--- src/hdl/linsch_pkg.sv ---
// Shared types, constants and schedule table contents for the LIN schedule sequencer.
// Used by linsch_step and lin_schedule_table_sequencer; depends on nothing.
`timescale 1ns / 1ps

package linsch_pkg;

	localparam int NUM_TABLES = 4;
	localparam int MAX_SLOTS  = 17;

	localparam int TABLE_W = 2;
	localparam int SLOT_W  = 5;
	localparam int SIZE_W  = 6;
	localparam int CODE_W  = 4;
	localparam int TICK_W  = 4;
	localparam int MASK_W  = 4;

	// Input kinds carried on the slave-side tuser
	localparam logic CMD_TICK   = 1'b0;
	localparam logic CMD_CHANGE = 1'b1;

	typedef struct packed {
		logic [CODE_W-1:0] code;
		logic [TICK_W-1:0] ticks;
	} linsch_slot_t;

	typedef struct packed {
		logic [TICK_W-1:0]  tick_count;
		logic [SLOT_W-1:0]  next_slot;
		logic [TABLE_W-1:0] current_table;
		logic [TABLE_W-1:0] pending_table;
		logic               change_pending;
	} linsch_state_t;

	typedef struct packed {
		logic               tx_start;
		logic [CODE_W-1:0]  frame_code;
		logic [TABLE_W-1:0] active_table;
		logic [SLOT_W-1:0]  slot_index;
		logic               table_changed;
		logic               table_end;
	} linsch_result_t;

	// Number of slots in a table, clipped to the slot limit
	function automatic logic [SIZE_W-1:0] table_size(input logic [TABLE_W-1:0] t);
		logic [SIZE_W-1:0] n;
		begin
			case (t)
				2'd0:    n = SIZE_W'(4);
				2'd1:    n = SIZE_W'(8);
				2'd2:    n = SIZE_W'(5);
				default: n = SIZE_W'(17);
			endcase
			if (n > SIZE_W'(MAX_SLOTS))
				n = SIZE_W'(MAX_SLOTS);
			return n;
		end
	endfunction

	// Slot contents of the three basic tables
	function automatic linsch_slot_t slot_ids(input logic [SLOT_W-1:0] s);
		linsch_slot_t r;
		begin
			r.code  = s[CODE_W-1:0];
			r.ticks = TICK_W'(12);
			return r;
		end
	endfunction

	function automatic linsch_slot_t slot_cmds(input logic [SLOT_W-1:0] s);
		linsch_slot_t r;
		begin
			// Alternate a master command with the matching slave response
			r.code  = (s[0] ? CODE_W'(8) : CODE_W'(4)) + CODE_W'(s[2:1]);
			r.ticks = TICK_W'(10);
			return r;
		end
	endfunction

	function automatic linsch_slot_t slot_bcast(input logic [SLOT_W-1:0] s);
		linsch_slot_t r;
		begin
			if (s == '0) begin
				r.code  = CODE_W'(12);
				r.ticks = TICK_W'(10);
			end else begin
				r.code  = CODE_W'(8) + CODE_W'(s - SLOT_W'(1));
				r.ticks = TICK_W'(5);
			end
			return r;
		end
	endfunction

	// Schedule ROM: frame code and slot length for a table and slot
	function automatic linsch_slot_t slot_rom(input logic [TABLE_W-1:0] t,
	                                          input logic [SLOT_W-1:0] s);
		linsch_slot_t r;
		begin
			r = '0;
			case (t)
				2'd0: begin
					if (s < SLOT_W'(4))
						r = slot_ids(s);
				end
				2'd1: begin
					if (s < SLOT_W'(8))
						r = slot_cmds(s);
				end
				2'd2: begin
					if (s < SLOT_W'(5))
						r = slot_bcast(s);
				end
				default: begin
					// Testing table: the three basic tables run back to back
					if (s < SLOT_W'(4))
						r = slot_ids(s);
					else if (s < SLOT_W'(12))
						r = slot_cmds(s - SLOT_W'(4));
					else if (s < SLOT_W'(17))
						r = slot_bcast(s - SLOT_W'(12));
				end
			endcase
			return r;
		end
	endfunction

endpackage

--- src/hdl/linsch_step.sv ---
// Next-state and result logic for one sequencer item.
// Depends on linsch_pkg for the state and result types and the schedule ROM.
`timescale 1ns / 1ps

module linsch_step import linsch_pkg::*; (
	input  logic                cmd,
	input  logic [TABLE_W-1:0]  table_sel,
	input  logic [MASK_W-1:0]   interrupt_mask,
	input  linsch_state_t       state_cur,
	output linsch_state_t       state_nxt,
	output linsch_result_t      result
);

	logic [TABLE_W-1:0] tbl;
	logic [SLOT_W-1:0]  slot_in;
	logic [SIZE_W-1:0]  size;
	logic [SLOT_W-1:0]  slot;
	logic [SIZE_W-1:0]  slot_inc;
	linsch_slot_t       entry;
	logic               apply;

	// Decide whether a pending change may be applied at this boundary
	assign apply = state_cur.change_pending &&
	               (state_cur.next_slot == '0 || interrupt_mask[state_cur.current_table]);
	assign tbl     = apply ? state_cur.pending_table : state_cur.current_table;
	assign slot_in = apply ? '0 : state_cur.next_slot;
	assign size    = table_size(tbl);
	assign slot    = ({1'b0, slot_in} >= size) ? '0 : slot_in;
	assign entry   = slot_rom(tbl, slot);
	assign slot_inc = {1'b0, slot} + SIZE_W'(1);

	always_comb begin
		state_nxt = state_cur;
		result    = '0;
		result.active_table = state_cur.current_table;
		if (cmd == CMD_CHANGE) begin
			// Latch a request only for a different, existing table
			if ({1'b0, table_sel} < (TABLE_W+1)'(NUM_TABLES) &&
			    table_sel != state_cur.current_table) begin
				state_nxt.change_pending = 1'b1;
				state_nxt.pending_table  = table_sel;
			end
		end else if (state_cur.tick_count == '0) begin
			// Start the frame of the current slot and advance
			state_nxt.current_table = tbl;
			if (apply)
				state_nxt.change_pending = 1'b0;
			state_nxt.tick_count = entry.ticks - TICK_W'(1);
			result.tx_start      = 1'b1;
			result.frame_code    = entry.code;
			result.active_table  = tbl;
			result.slot_index    = slot;
			result.table_changed = apply;
			if (slot_inc >= size) begin
				state_nxt.next_slot = '0;
				result.table_end    = 1'b1;
			end else begin
				state_nxt.next_slot = slot_inc[SLOT_W-1:0];
			end
		end else begin
			// Count the slot down
			state_nxt.tick_count = state_cur.tick_count - TICK_W'(1);
		end
	end

endmodule

--- src/hdl/lin_schedule_table_sequencer.sv ---
// LIN master schedule sequencer: four fixed schedule tables stepped by tick items.
// Path: input register, then result register; a held result stalls the input register.
// Throughput: one item per cycle unless the result side stalls; the schedule state is
// updated as each item leaves the input register, so consecutive items need no gap.
// Reset (arst_n low, asynchronous): table 0, slot 0, counter 0, change to table 3
// pending, interrupt_mask = 2, both stages empty. Depends on linsch_pkg, linsch_step.
`timescale 1ns / 1ps

module lin_schedule_table_sequencer import linsch_pkg::*; (
	input  logic        clk,
	input  logic        arst_n,
	// Configuration: interrupt_mask
	input  logic        cfg_valid,
	output logic        cfg_ready,
	input  logic [3:0]  cfg_data,
	// Input items
	input  logic        s_axis_tvalid,
	output logic        s_axis_tready,
	input  logic [7:0]  s_axis_tdata,   // [1:0] table_sel, [7:2] zero
	input  logic        s_axis_tuser,   // [0] cmd
	// Result items
	output logic        m_axis_tvalid,
	input  logic        m_axis_tready,
	output logic [15:0] m_axis_tdata,   // [3:0] frame_code, [5:4] active_table,
	                                    // [10:6] slot_index, [11] table_changed,
	                                    // [12] table_end, [15:13] zero
	output logic        m_axis_tuser    // [0] tx_start
);

	logic [MASK_W-1:0]  interrupt_mask_q;
	logic               valid_s1;
	logic               cmd_s1;
	logic [TABLE_W-1:0] table_sel_s1;
	linsch_state_t      state_q;
	linsch_state_t      state_nxt;
	linsch_result_t     result;
	linsch_result_t     result_s2;
	logic               valid_s2;
	logic               advance;

	assign cfg_ready = 1'b1;

	// Hold the mask register
	always_ff @(posedge clk or negedge arst_n) begin
		if (!arst_n)
			interrupt_mask_q <= MASK_W'(2);
		else if (cfg_valid && cfg_ready)
			interrupt_mask_q <= cfg_data;
	end

	// Move the item from the input register to the result register
	assign advance       = valid_s1 && (!valid_s2 || m_axis_tready);
	assign s_axis_tready = !valid_s1 || advance;

	// Input register
	always_ff @(posedge clk or negedge arst_n) begin
		if (!arst_n)
			valid_s1 <= 1'b0;
		else if (s_axis_tready)
			valid_s1 <= s_axis_tvalid;
	end

	always_ff @(posedge clk) begin
		if (s_axis_tvalid && s_axis_tready) begin
			cmd_s1       <= s_axis_tuser;
			table_sel_s1 <= s_axis_tdata[TABLE_W-1:0];
		end
	end

	linsch_step u_step (
		.cmd            (cmd_s1),
		.table_sel      (table_sel_s1),
		.interrupt_mask (interrupt_mask_q),
		.state_cur      (state_q),
		.state_nxt      (state_nxt),
		.result         (result)
	);

	// Schedule state advances once per item
	always_ff @(posedge clk or negedge arst_n) begin
		if (!arst_n) begin
			state_q.tick_count     <= '0;
			state_q.next_slot      <= '0;
			state_q.current_table  <= '0;
			state_q.pending_table  <= TABLE_W'(3);
			state_q.change_pending <= 1'b1;
		end else if (advance) begin
			state_q <= state_nxt;
		end
	end

	// Result register
	always_ff @(posedge clk or negedge arst_n) begin
		if (!arst_n)
			valid_s2 <= 1'b0;
		else if (advance)
			valid_s2 <= 1'b1;
		else if (m_axis_tready)
			valid_s2 <= 1'b0;
	end

	always_ff @(posedge clk) begin
		if (advance)
			result_s2 <= result;
	end

	assign m_axis_tvalid = valid_s2;
	assign m_axis_tuser  = result_s2.tx_start;
	assign m_axis_tdata  = {3'b000, result_s2.table_end, result_s2.table_changed,
	                        result_s2.slot_index, result_s2.active_table,
	                        result_s2.frame_code};

endmodule

--- config.mk ---
export PLATFORM = sky130hd
export DESIGN_NAME = lin_schedule_table_sequencer
export DESIGN_NICKNAME = d
export VERILOG_FILES = /design/src/hdl/linsch_pkg.sv /design/src/hdl/linsch_step.sv /design/src/hdl/lin_schedule_table_sequencer.sv
export SDC_FILE = /design/constraint.sdc
export NUM_CORES = 1
export LEC_CHECK = 0
export BUFFER_PORTS_ARGS = -buffer_cell sky130_fd_sc_hd__buf_2
export CAP_MARGIN = 10
export CORE_UTILIZATION = 23
export CTS_CLUSTER_SIZE = 14
export DETAILED_ROUTE_END_ITERATION = 16
export HOLD_SLACK_MARGIN = 0.06
export PLACE_DENSITY = 0.51
export SYNTH_ARGS = -nofsm -noshare
export SYNTH_HDL_FRONTEND = slang
export SYNTH_HIERARCHICAL = 1
export SYNTH_SLANG_ARGS = --single-unit
--- constraint.sdc ---
create_clock -name clk -period 7.2 [get_ports clk]
set_clock_uncertainty 0.05 [all_clocks]
set_input_delay 0.72 -clock clk [delete_from_list [all_inputs] [get_ports clk]]
set_output_delay 0.72 -clock clk [all_outputs]
set_load 0.02 [all_outputs]
# After elaboration in Yosys (flattened, before gate mapping)

Index checks and enable logic that the tools add are counted.

Register bits: 37
Latch bits: 0
Bits in writable memories: 0
Memory bits (read-only): 0
Output and inout port bits: 20
Logic and storage cells: 92
Memories: 0

Add/sub/neg operators: 11
$mul: 0
Div/mod/pow operators: 0
Order comparisons: 9
Eq/ne operators: 4
Shift operators: 0
Muxes and demuxes: 29
Bitwise logic cells: 2
Reduce and logical (&&, ||, !) cells: 21

Operators with widths:

| operator                                                              | number |
|---|---|
| 8-bit 2-to-1 mux                                                      | 8 |
| 8-bit case mux with 3 select lines                                    | 1 |
| 5-bit 2-to-1 mux                                                      | 4 |
| 4-bit by 1-bit subtractor with 4-bit output (second input constant)   | 4 |
| 5-bit logical NOT                                                     | 3 |
| 5-bit case mux with 3 select lines                                    | 1 |
| 14-bit 2-to-1 mux                                                     | 1 |
| 4-bit 2-to-1 mux                                                      | 3 |
| 5-bit by 3-bit < comparator with 1-bit output (second input constant) | 2 |
| 5-bit by 4-bit < comparator with 1-bit output (second input constant) | 2 |
| 9-bit 2-to-1 mux                                                      | 1 |
| 4-bit by 2-bit adder with 4-bit output                                | 2 |
| 4-bit adder (first input constant)                                    | 2 |
| 1-bit 2-to-1 mux                                                      | 8 |
| 5-bit by 1-bit adder with 6-bit output (second input constant)        | 1 |
| 6-bit by 5-bit greater-or-equal comparator with 1-bit output          | 1 |
| 3-bit AND reduction                                                   | 2 |
| 2-bit nonzero test                                                    | 3 |
| 5-bit greater-or-equal comparator                                     | 1 |
| 5-bit greater-than comparator (second input constant)                 | 1 |
| 5-bit < comparator (second input constant)                            | 1 |
| 5-bit by 4-bit subtractor with 5-bit output (second input constant)   | 1 |
| 4-bit logical NOT                                                     | 1 |
| 4-bit AND reduction                                                   | 1 |
| 15 further kinds                                                      | 21 |

# Logic depth before layout (Yosys ltp)

Word-level depth: 21
Depth in mapped cells: 24
Depth with buffers taken out: 23

# By module

The synthesis kept the hierarchy.

Modules (own cells, without submodules):

| module                       | times used | cells each | area each (um2) | seq. area each (um2) |
|---|---|---|---|---|
| linsch_step                  | 1          | 219        | 1478.9          | 0.0 |
| lin_schedule_table_sequencer | 1          | 69         | 1366.3          | 1016.0 |

# Least setup slack after synthesis

No wires, ideal clock.

Kind: register to register
Start: reg state_q[0] in the netlist's numbering
End: reg state_q[6] in the netlist's numbering
Library setup time: 0.064 ns
Arrival time: 5.272 ns
Path slack: 1.813 ns
Cell stages (with the launch flop): 22
Period minus slack after synthesis: 5.387 ns
Cells stage by stage: dfstp_2 > clkbuf_1 > clkinv_1 > or3_1 > nand2_1 > inv_1 > ha_1 > and3_1 > a221o_1 > a211oi_1 > nand2_1 > inv_1 > ha_1 > xnor2_1 > ha_1 > a21boi_0 > o21a_1 > o21a_1 > a311oi_1 > nand3_1 > o21ai_0 > mux2_4

Word-level cells in the longest chain between the ends: 11
Elaborated cells between the ends (all ways): 14
Those cells by class: add/sub: 1; order compare: 3; eq/ne: 2; mux: 6; reduce/logical: 2

RTL lines:

| what                                                         | line                               | source |
|---|---|---|
| from (decl)                                                  | lin_schedule_table_sequencer.sv:34 | `linsch_state_t state_q;` |
| from (signal assigned)                                       | lin_schedule_table_sequencer.sv:88 | `state_q <= state_nxt;` |
| 1-bit logical AND (*)                                        | linsch_step.sv:23                  | `assign apply = state_cur.change_pending &&` |
| 2-bit 2-to-1 mux                                             | linsch_step.sv:25                  | `assign tbl = apply ? state_cur.pending_table : state_cur.current_table;` |
| 2-bit equality test (tied with other cells)                  | linsch_pkg.sv:47                   | `case (t)` |
| 5-bit case mux with 3 select lines                           | linsch_pkg.sv:47                   |  |
| 5-bit greater-than comparator                                | linsch_pkg.sv:53                   | `if (n > SIZE_W'(MAX_SLOTS))` |
| 5-bit 2-to-1 mux                                             | linsch_pkg.sv:53                   |  |
| 5-bit greater-or-equal comparator                            | linsch_step.sv:28                  | `assign slot = ({1'b0, slot_in} >= size) ? '0 : slot_in;` |
| 5-bit 2-to-1 mux                                             | linsch_step.sv:28                  |  |
| 5-bit by 1-bit adder with 6-bit output                       | linsch_step.sv:30                  | `assign slot_inc = {1'b0, slot} + SIZE_W'(1);` |
| 6-bit by 5-bit greater-or-equal comparator with 1-bit output | linsch_step.sv:54                  | `if (slot_inc >= size) begin` |
| 5-bit 2-to-1 mux (*)                                         | linsch_step.sv:54                  |  |

Every way passes the cells marked *; elsewhere a longest branch is shown, timed or not.
A chain may end at the register's enable or synchronous reset.

# Worst setup path after layout

Start: reg state_q[3] in the netlist's numbering
End: reg state_q[6] in the netlist's numbering

Word-level cells in the longest chain between the ends: 14
Elaborated cells between the ends (all ways): 17
Those cells by class: add/sub: 1; order compare: 3; eq/ne: 2; mux: 8; reduce/logical: 3

RTL lines:

| what                                                         | line              | source |
|---|---|---|
| 1-bit binary-select mux with 2-bit select                    | linsch_step.sv:24 | `(state_cur.next_slot == '0 \|\| interrupt_mask[state_cur.current_table]);` |
| 1-bit 2-to-1 mux (implied by the code)                       | linsch_step.sv:24 |  |
| 1-bit logical OR                                             | linsch_step.sv:24 |  |
| 1-bit logical AND                                            | linsch_step.sv:23 |  |
| 2-bit 2-to-1 mux                                             | linsch_step.sv:25 |  |
| 2-bit equality test (tied with other cells)                  | linsch_pkg.sv:47  |  |
| 5-bit case mux with 3 select lines                           | linsch_pkg.sv:47  |  |
| 5-bit greater-than comparator                                | linsch_pkg.sv:53  |  |
| 5-bit 2-to-1 mux                                             | linsch_pkg.sv:53  |  |
| 5-bit greater-or-equal comparator                            | linsch_step.sv:28 |  |
| 5-bit 2-to-1 mux                                             | linsch_step.sv:28 |  |
| 5-bit by 1-bit adder with 6-bit output                       | linsch_step.sv:30 |  |
| 6-bit by 5-bit greater-or-equal comparator with 1-bit output | linsch_step.sv:54 |  |
| 5-bit 2-to-1 mux (*)                                         | linsch_step.sv:54 |  |

Every way passes the cells marked *; elsewhere a longest branch is shown, timed or not. The select of a mux whose other input is x is not followed.

==> results by group <==
Worst setup path
  – Critical R2R Launch: state_q[3]
  – Path type of the worst setup path: flop to flop
  – Crit path max fanout: 11
  – Critical path data arrival time: between 6 and 7 ns
  – Startpoint type of the worst setup path: flop
  – Critical Path RT: 7.37 ns
  – Critical path capture point type: flop
  – CP startpoint: state_q[3]

GRT
  – Largest net degree at the start of global routing: 21
  – Total track usage: 11.4%
  – First-pass GRT wire length: 11.5 mm
  – Vias in the first global route: 2209
  – GR Overflow Total: 0
  – Antenna violations before repair: 0

Routing
  – DRT iter0 DRCs: 133
  – DRT Pass-1 Iters: 4
  – Post-DR wirelength/cell: 15.3 µm
  – Vias per cell: 4.96
  – Final wirelength: roughly 7 mm
  – DRC Markers: 0
  – ANT nets after route: 0
  – Routed via count: 2268

Power
  – Tot Pwr: ~0.0012 W
  – P per Cell Area: 383 nW/µm²
  – Static Leakage: 1.36 nW
  – Peak supply drop: about 0.13 mV

Final layout
  – Multi-input gate area: 1680 µm²
  – Finished Cell Area: 3230 µm²
  – Area growth from synthesis to layout: 13.5%
  – FF+latch area: about 1000 µm²
  – Share of layout cells above drive strength 1: 24.8%
  – Fill cells: 1267
  – Antenna cells: 0
  – Layout net count: 342
  – Post-route insts no fill: 457

Timing
  – Fmax: 160 MHz
  – Worst slew pin tran: 0.764 ns
  – Fin crit share: 86.7%
  – Final min period: 6.25 ns
  – Final setup vio count: 0
  – WHS: 0.368 ns
  – Unrepaired setup endpoints after global routing: false
  – Fin. Hold Viols: 0
  – Relative slew slack: 48.7%
  – Max Slew Vio Count: 0
  – Fin Setup TNS: 0 ns

Floorplanning
  – Top-Level Pins: 38
  – Starting Density: between 20% and 30%
  – Core Area: 12000 µm²
  – Die area: 12800 µm²
  – Die Y: 113 µm
  – Cell Rows: 40
  – Die X: roughly 110 µm

Logic synthesis
  – Synth area leader: edfxtp_1
  – Cell with the most instances after synthesis: nand2_1
  – Synth Flop Type: edfxtp_1
  – Post-synth EDFFs: 17
  – Top cell type's share of synthesized area: 17.9%
  – Yosys reg bits: 37
  – Synth Cell Area: 2850 µm²
  – Netlist cell types: 67
  – Yosys warns: 6
  – Synth top area cells: edfxtp_1 18%, dfrtp_1 14%, ha_1 6.6%
  – Mean Syn Cell Area: 9.88 µm²
  – Sequential share of the synthesized area: between 30 and 40%
  – Post-synth ARST share: between 50% and 60%
  – Mapped Cells: ~290
  – Post-synth top cells: 34 x nand2_1, 22 x nor2_1, 17 x edfxtp_1, 16 x dfrtp_1, 15 x ha_1

Clocking
  – CTS Root Cell: clkbuf_16
  – CTS buffer count: 5
  – Clk_lat worst skew: 0.28 ns
  – CTS tree: done
  – Clock transition at path regs: around 0.060 ns
  – Post_cts resized: 0
  – Hold buffers post-CTS: 0
  – H-tree depth: 2
  – Clock Path Buffers: 2
  – Post-CTS Repair Setup Buffers: 0
  – Clk sinks: 37

Status
  – Status: completed

Place
  – GPL Wtd Cong: 0.852
  – Area after DPL: 3070 µm²
  – Dpl cells: 449
  – Post-DP HPWL: 5.19 mm
  – Port buffer count: 27

Run
  – Max-cap check violation count: 0

Worst hold path
  – Hold crit path type: primary input to asynchronous set/reset pin
-- stage by stage --
stage | utilization (%) | setup slack, ns
4_1_cts | 26.9 | 0.975
3_3_place_gp | 25.5 | 0.982
3_5_place_dp | 25.5 | 1.03
6_report | 26.9 | 0.955
2_1_floorplan | - | 1.81
5_1_grt | 26.9 | 0.544
-- worst max-delay path: stages (launching register included) --
cell	delay, ns
dfrtp_1	0.55
mux4_2	0.62
a21oi_1	0.35
or3_1	0.25
nand2_1	0.11
inv_1	0.24
ha_1	0.32
and3_1	0.24
a221o_1	0.45
or3_1	0.59
inv_1	0.19
ha_1	0.21
xnor2_1	0.18
ha_1	0.29
a21boi_0	0.12
o21a_1	0.17
o21a_1	0.16
a311oi_1	0.64
nand3_1	0.14
o21ai_0	0.13
mux2_4	0.19
-- area by class of cell --
| type | count | area share, % |
|---|---|---|
| multi-input cells | 226 | 52.1 |
| flip-flops and latches | 37 | 31.5 |
| well taps | 147 | 5.70 |
| repair buffers | 28 | 4.42 |
| clock buffers | 6 | 3.99 |
| inverters | 11 | 1.28 |
| clock inverters | 2 | 1.05 |
-- per-layer routing --
layer	vias to the layer above	track usage (%)	routed length, µm
li1	1091	-	-
met1	1088	15.3	3330
met2	74	17.9	3160
met3	15	3.05	377
met4	0	2.89	108
met5	-	0	0
-- state kept, by name, indices dropped and copies added (netlist names) --
register	cells
table_sel_s1	2
m_axis_tdata	13
state_q	14
valid_s1	1
m_axis_tvalid	1
m_axis_tuser	1
cmd_s1	1
interrupt_mask_q	4
-- path summary, 6_finish.rpt --
kind	endpoint	slack [ns]	cells past startpoint
max	state_q[6]	0.95	20
min	state_q[7]	0.37	1
max reg2reg	state_q[6]	0.95	20
min reg2reg	interrupt_mask_q[0]	0.48	1
max in group asynchronous	state_q[1]	6.35	1
min in group clk	interrupt_mask_q[0]	0.48	1
-- cell usage in the layout, fill, tap and decap left out, drive strengths merged, types with 5 or more instances in the layout --
master  Yosys  routed
a211oi      6       6
a21o        5       5
a21oi      14      14
and2        7       7
buf         9      28
clkbuf      7       6
dfrtp      16      16
edfxtp     17      17
ha         15      15
inv        10      10
mux2       22      22
nand2      35      35
nand2b      6       6
nand3       6       6
nor2       22      22
nor3        5       5
o21ai      11      11
xnor2       6       6
-- kinds of logic (layout without fill, tap and decap cells) --
| group | Yosys count | in the layout | share of synthesized area, % |
|---|---|---|---|
| DFF | 37 | 37 | 35.7 |
| other | 2 | 4 | 0.264 |
| AOI/OAI and AO/OA | 69 | 69 | 18.3 |
| xor gates and xnor gates | 10 | 10 | 3.08 |
| and+or+nand+nor | 104 | 104 | 19.5 |
| buffers and inverters | 27 | 47 | 5.45 |
| adders and majority gates | 15 | 15 | 6.60 |
| muxes | 24 | 24 | 11.0 |
-- power breakdown --
| part | internal, W | switching (W) | total (W) | leakage, nW |
|---|---|---|---|---|
| clock | 0.000162 | 0.0000845 | 0.000247 | 0.0785 |
| combinational | 0.000265 | 0.000381 | 0.000646 | 0.875 |
| sequential | 0.000274 | 0.0000679 | 0.000342 | 0.409 |
| total | 0.000702 | 0.000533 | 0.00124 | 1.36 |
(Power assumes the default switching activity.)
